`src/rtl/core/ffpl_pkg.sv`:
```
// shared constants and types of the fern forest posterior learner
package ffpl_pkg;

    localparam int SCORE_W     = 20;
    localparam int WEIGHT_W    = 17;
    localparam int THRESH_W    = 20;
    localparam int FIELD_CODE_W = 13;
    localparam int MAX_TREES   = 10;
    localparam int QBITS       = 17;
    localparam int DIV_CNT_W   = 5;

    localparam int NUM_TREES_DEF  = 10;
    localparam int CODE_BITS_DEF  = 13;
    localparam int COUNT_BITS_DEF = 16;

    localparam int CFG_IDX_W = 1;
    localparam logic [CFG_IDX_W-1:0] CFG_POS_THR = 1'd0;
    localparam logic [CFG_IDX_W-1:0] CFG_NEG_THR = 1'd1;

    localparam logic [THRESH_W-1:0] THRESH_RESET = 20'd327680;

    typedef struct packed {
        logic rd;
        logic start;
        logic step;
        logic wr;
        logic clr;
        logic positive;
    } lane_ctl_t;

endpackage

```
`src/rtl/core/ffpl_merge.sv`:
```
// two-stage registered adder tree over the lane weights
module ffpl_merge
    import ffpl_pkg::*;
#(
    parameter int NUM_TREES = NUM_TREES_DEF
) (
    input  logic                aclk,
    input  logic [WEIGHT_W-1:0] weights [NUM_TREES],
    output logic [SCORE_W-1:0]  score
);

    localparam int NP = (NUM_TREES + 1) / 2;

    logic [WEIGHT_W:0]    pair_reg [NP];
    logic [SCORE_W-1:0]   score_reg;
    logic [SCORE_W-1:0]   score_next;

    for (genvar i = 0; i < NP; i++) begin : g_pair
        if (2 * i + 1 < NUM_TREES) begin : g_two
            always_ff @(posedge aclk) begin
                pair_reg[i] <= (WEIGHT_W+1)'(weights[2*i]) + (WEIGHT_W+1)'(weights[2*i+1]);
            end
        end else begin : g_one
            always_ff @(posedge aclk) begin
                pair_reg[i] <= (WEIGHT_W+1)'(weights[2*i]);
            end
        end
    end

    always_comb begin
        score_next = '0;
        for (int i = 0; i < NP; i++) begin
            score_next = score_next + SCORE_W'(pair_reg[i]);
        end
    end

    always_ff @(posedge aclk) begin
        score_reg <= score_next;
    end

    assign score = score_reg;

endmodule

```
`config.mk`:
```
export PLATFORM = sky130hd
export DESIGN_NAME = ffpl_merge
export DESIGN_NICKNAME = d
export VERILOG_FILES = /design/src/rtl/core/ffpl_pkg.sv /design/src/rtl/core/ffpl_merge.sv
export SDC_FILE = /design/constraint.sdc
export NUM_CORES = 1
export LEC_CHECK = 0
export BUFFER_PORTS_ARGS = -buffer_cell sky130_fd_sc_hd__buf_4
export CORE_ASPECT_RATIO = 0.9
export CORE_UTILIZATION = 45
export DETAILED_ROUTE_END_ITERATION = 16
export PLACE_DENSITY = 0.76
export SLEW_MARGIN = 30
export SYNTH_ARGS = -nofsm -noshare
export SYNTH_HDL_FRONTEND = slang
export SYNTH_SLANG_ARGS = --single-unit
```
`constraint.sdc`:
```
create_clock -name aclk -period 5.4 [get_ports aclk]
set_input_delay 1.08 -clock aclk [delete_from_list [all_inputs] [get_ports aclk]]
set_output_delay 1.08 -clock aclk [all_outputs]
set_load 0.01 [all_outputs]
```
==> out/results.tsv <==
stage	metric	value	unit
timing	clock_skew	8.504	ps
logic_synthesis	synth-seq-cells	110	
timing	slew_headroom	63.38	%
logic_synthesis	synthesis.nets	1310	
floorplanning	fp.dieW	148.7	um
logic_synthesis	netlist_area	8711	sq um
logic_synthesis	ys_top_cells_by_count	196 x inv_1, 110 x dfxtp_1, 106 x ha_1	
worst_setup_path	startpoint_type	register	
worst_setup_path	r2r_cells	14	
floorplanning	ioPinCount	191	
logic_synthesis	synth_top_area_share	25.28	%
grt	grt_max_degree	21	
worst_setup_path	critical_path_required	5640	ps
logic_synthesis	yosys-top-cells-area	dfxtp_1 25%, ha_1 15%, fa_1 13%, inv_1 8.4%, xnor2_1 5.7%	
hold_path	hold_depth	1	
detailed_routing	viasPerCell	5.073	
cts	cts_resized	0	
floorplanning	dieArea	19920	sq um
worst_setup_path	crit_type	reg2reg	
cts	cts.reportedPaths.clkPinSlew	80	ps
cts	cts_buffers	9	
cts	h-tree-depth	3	
worst_setup_path	crit_arrival	4310	ps
detailed_routing	dr.pass1.iters	5	
floorplanning	die_h	134.0	um
timing	slew_violations	0	
status	outcome	completed	
grt	grt_overflow_total	0	
cts	root_buffer	clkbuf_16	
layout	instances_no_fill	1414	
cts	ctsHoldBuffers	0	
floorplanning	initial_utilization	46.73	%
detailed_routing	drtIter0Drc	264	
timing	setup_viol	0	
layout	final_nets	1499	
placed_design	place_hpwl	17790	um
timing	rsz0062_at_grt	no	
logic_synthesis	async_reset_ff_share	0	%
cts	clockBufferDepth	2	
timing	finalCriticalPeriod	4065	ps
layout	drive_above_1_share	18.91	%
logic_synthesis	synthMostInstantiatedCell	inv_1	
cts	clock_latency	350	ps
detailed_routing	vias	7173	
detailed_routing	drc	0	
timing	post-route-period-util	75.28	%
logic_synthesis	yosysSeqAreaShare	25.28	%
timing	timing.setup.tns	0	ps
placed_design	post-place-cells	1398	
logic_synthesis	yosysTopAreaCell	dfxtp_1	
logic_synthesis	ys_warn_count	0	
power_and_ir_drop	p_leak	5.548	nW
layout	syn_to_final_growth	23.01	%
grt	grt_first_pass_wirelength	33720	um
layout	largest_reg_flops	90	
detailed_routing	routed_wl	20790	um
placed_design	numPortBuffers	190	
placed_design	routabilityCongestion	1.002	
grt	grt_pass1_vias	7174	
logic_synthesis	avgSynthCellArea	8.934	sq um
grt	grt_usage	21.62	%
placed_design	postPlaceCellArea	10400	sq um
grt	antenna_found_initial	0	
timing	tightest_slew	543.4	ps
power_and_ir_drop	powerDensity	612.2	nW/um^2
timing	fmax	246.0	MHz
logic_synthesis	synth_ff_type	dfxtp_1	
job	cap_violations	0	
power_and_ir_drop	peakVddDrop	0.3335	mV
timing	hold_viol	0	
cts	cts_setup_buffers	0	
worst_setup_path	cp_max_fo	5	
logic_synthesis	synthCells	975	
layout	final_cell_area	10720	sq um
worst_setup_path	end_kind	register	
hold_path	hold_path.class	reg2reg	
logic_synthesis	synth_edf_count	0	
detailed_routing	wl_per_cell	14.70	um
detailed_routing	final_antenna_net_count	0	
layout	fillers	1716	
cts	cts_tree	built	
logic_synthesis	ys_types	60	
cts	cts.sink_count	110	
floorplanning	core_region_area	18640	sq um
floorplanning	rows	47	
layout	n_antenna_cell	0	
## worst max-delay path, stage by stage, from the launching register on
cell	delay, ps
dfxtp_1	310
inv_1	60
fa_1	550
fa_1	440
fa_1	500
inv_1	50
ha_1	210
fa_1	480
a211oi_1	220
nor2_1	110
o221a_2	280
a21o_1	190
a21oi_2	260
o21ai_1	130
xor2_1	160
## logic make-up (layout without fill, tap and decap cells)
group / count (synthesis) / count (layout) / synth area share [%]
compound gates: 266 / 266 / 20.83
buf+inv: 209 / 403 / 9.006
flops: 110 / 110 / 25.28
simple gates: 145 / 145 / 8.188
fa+ha+maj: 164 / 164 / 28.55
xor+xnor: 81 / 81 / 8.144
## metrics by stage
stage	utilization [%]	hold slack (ps)	power, mW	setup slack, ps
6_report	57.48	455.4	6.560	1335
3_3_place_gp	55.78	468.2	5.780	1432
5_1_grt	57.48	475.4	7.254	1169
3_5_place_dp	55.78	440.6	5.870	1363
2_1_floorplan	-	432.4	4.740	1593
4_1_cts	57.48	460.5	6.581	1338
## cell usage in the layout, fill, tap and decap left out, types with 3 or more instances in the layout
cell type  count
a211oi_1      14
a21o_1        42
a21oi_1       62
a31o_1         3
a31oi_1       12
and2_1         3
and3_1         6
buf_4        190
clkbuf_16      9
dfxtp_1      110
fa_1          58
ha_1         106
inv_1        196
nand2_1       28
nand2b_1       8
nand3_1        7
nand4_1        8
nor2_1        47
nor2b_1       11
nor3_1        14
o2111ai_1      3
o211ai_1       4
o21a_1        25
o21ai_0       20
o21ai_1       32
o21bai_1      10
o31a_1         6
o41ai_2        3
or3_1          3
xnor2_1       57
xor2_1        24
## path summary, 6_finish.rpt
path / endpoint / from / slack [ps]
min reg2reg: score[0]$_DFF_P_ / pair_reg[0][72]$_DFF_P_ / 460
min: score[0]$_DFF_P_ / pair_reg[0][72]$_DFF_P_ / 460
max: score[13]$_DFF_P_ / pair_reg[0][1]$_DFF_P_ / 1330
max reg2reg: score[13]$_DFF_P_ / pair_reg[0][1]$_DFF_P_ / 1330
## metal layers
layer / vias to the layer above / wire length, um / track usage (%)
met5: - / 0 / 0
met4: 0 / 414 / 7.216
met3: 25 / 1097 / 3.367
met2: 226 / 9626 / 36.42
met1: 3265 / 9647 / 28.16
li1: 3657 / - / -
## power breakdown
part	total, mW	internal [mW]	switching (mW)
combinational	4.69	2.06	2.63
sequential	1.19	1.11	0.0771
clock	0.688	0.371	0.317
## final cells by class
cell class	count	area [sq um]	area share, %
multi-input combinational	656	5724	53.42
sequential	110	2202	20.55
inverter	197	739.5	6.901
tap	245	306.5	2.861
clock buffer	9	225.2	2.102
clock inverter	7	91.34	0.8524
timing repair buffer	190	1426	13.31
Power figures use the tool's default switching activity.
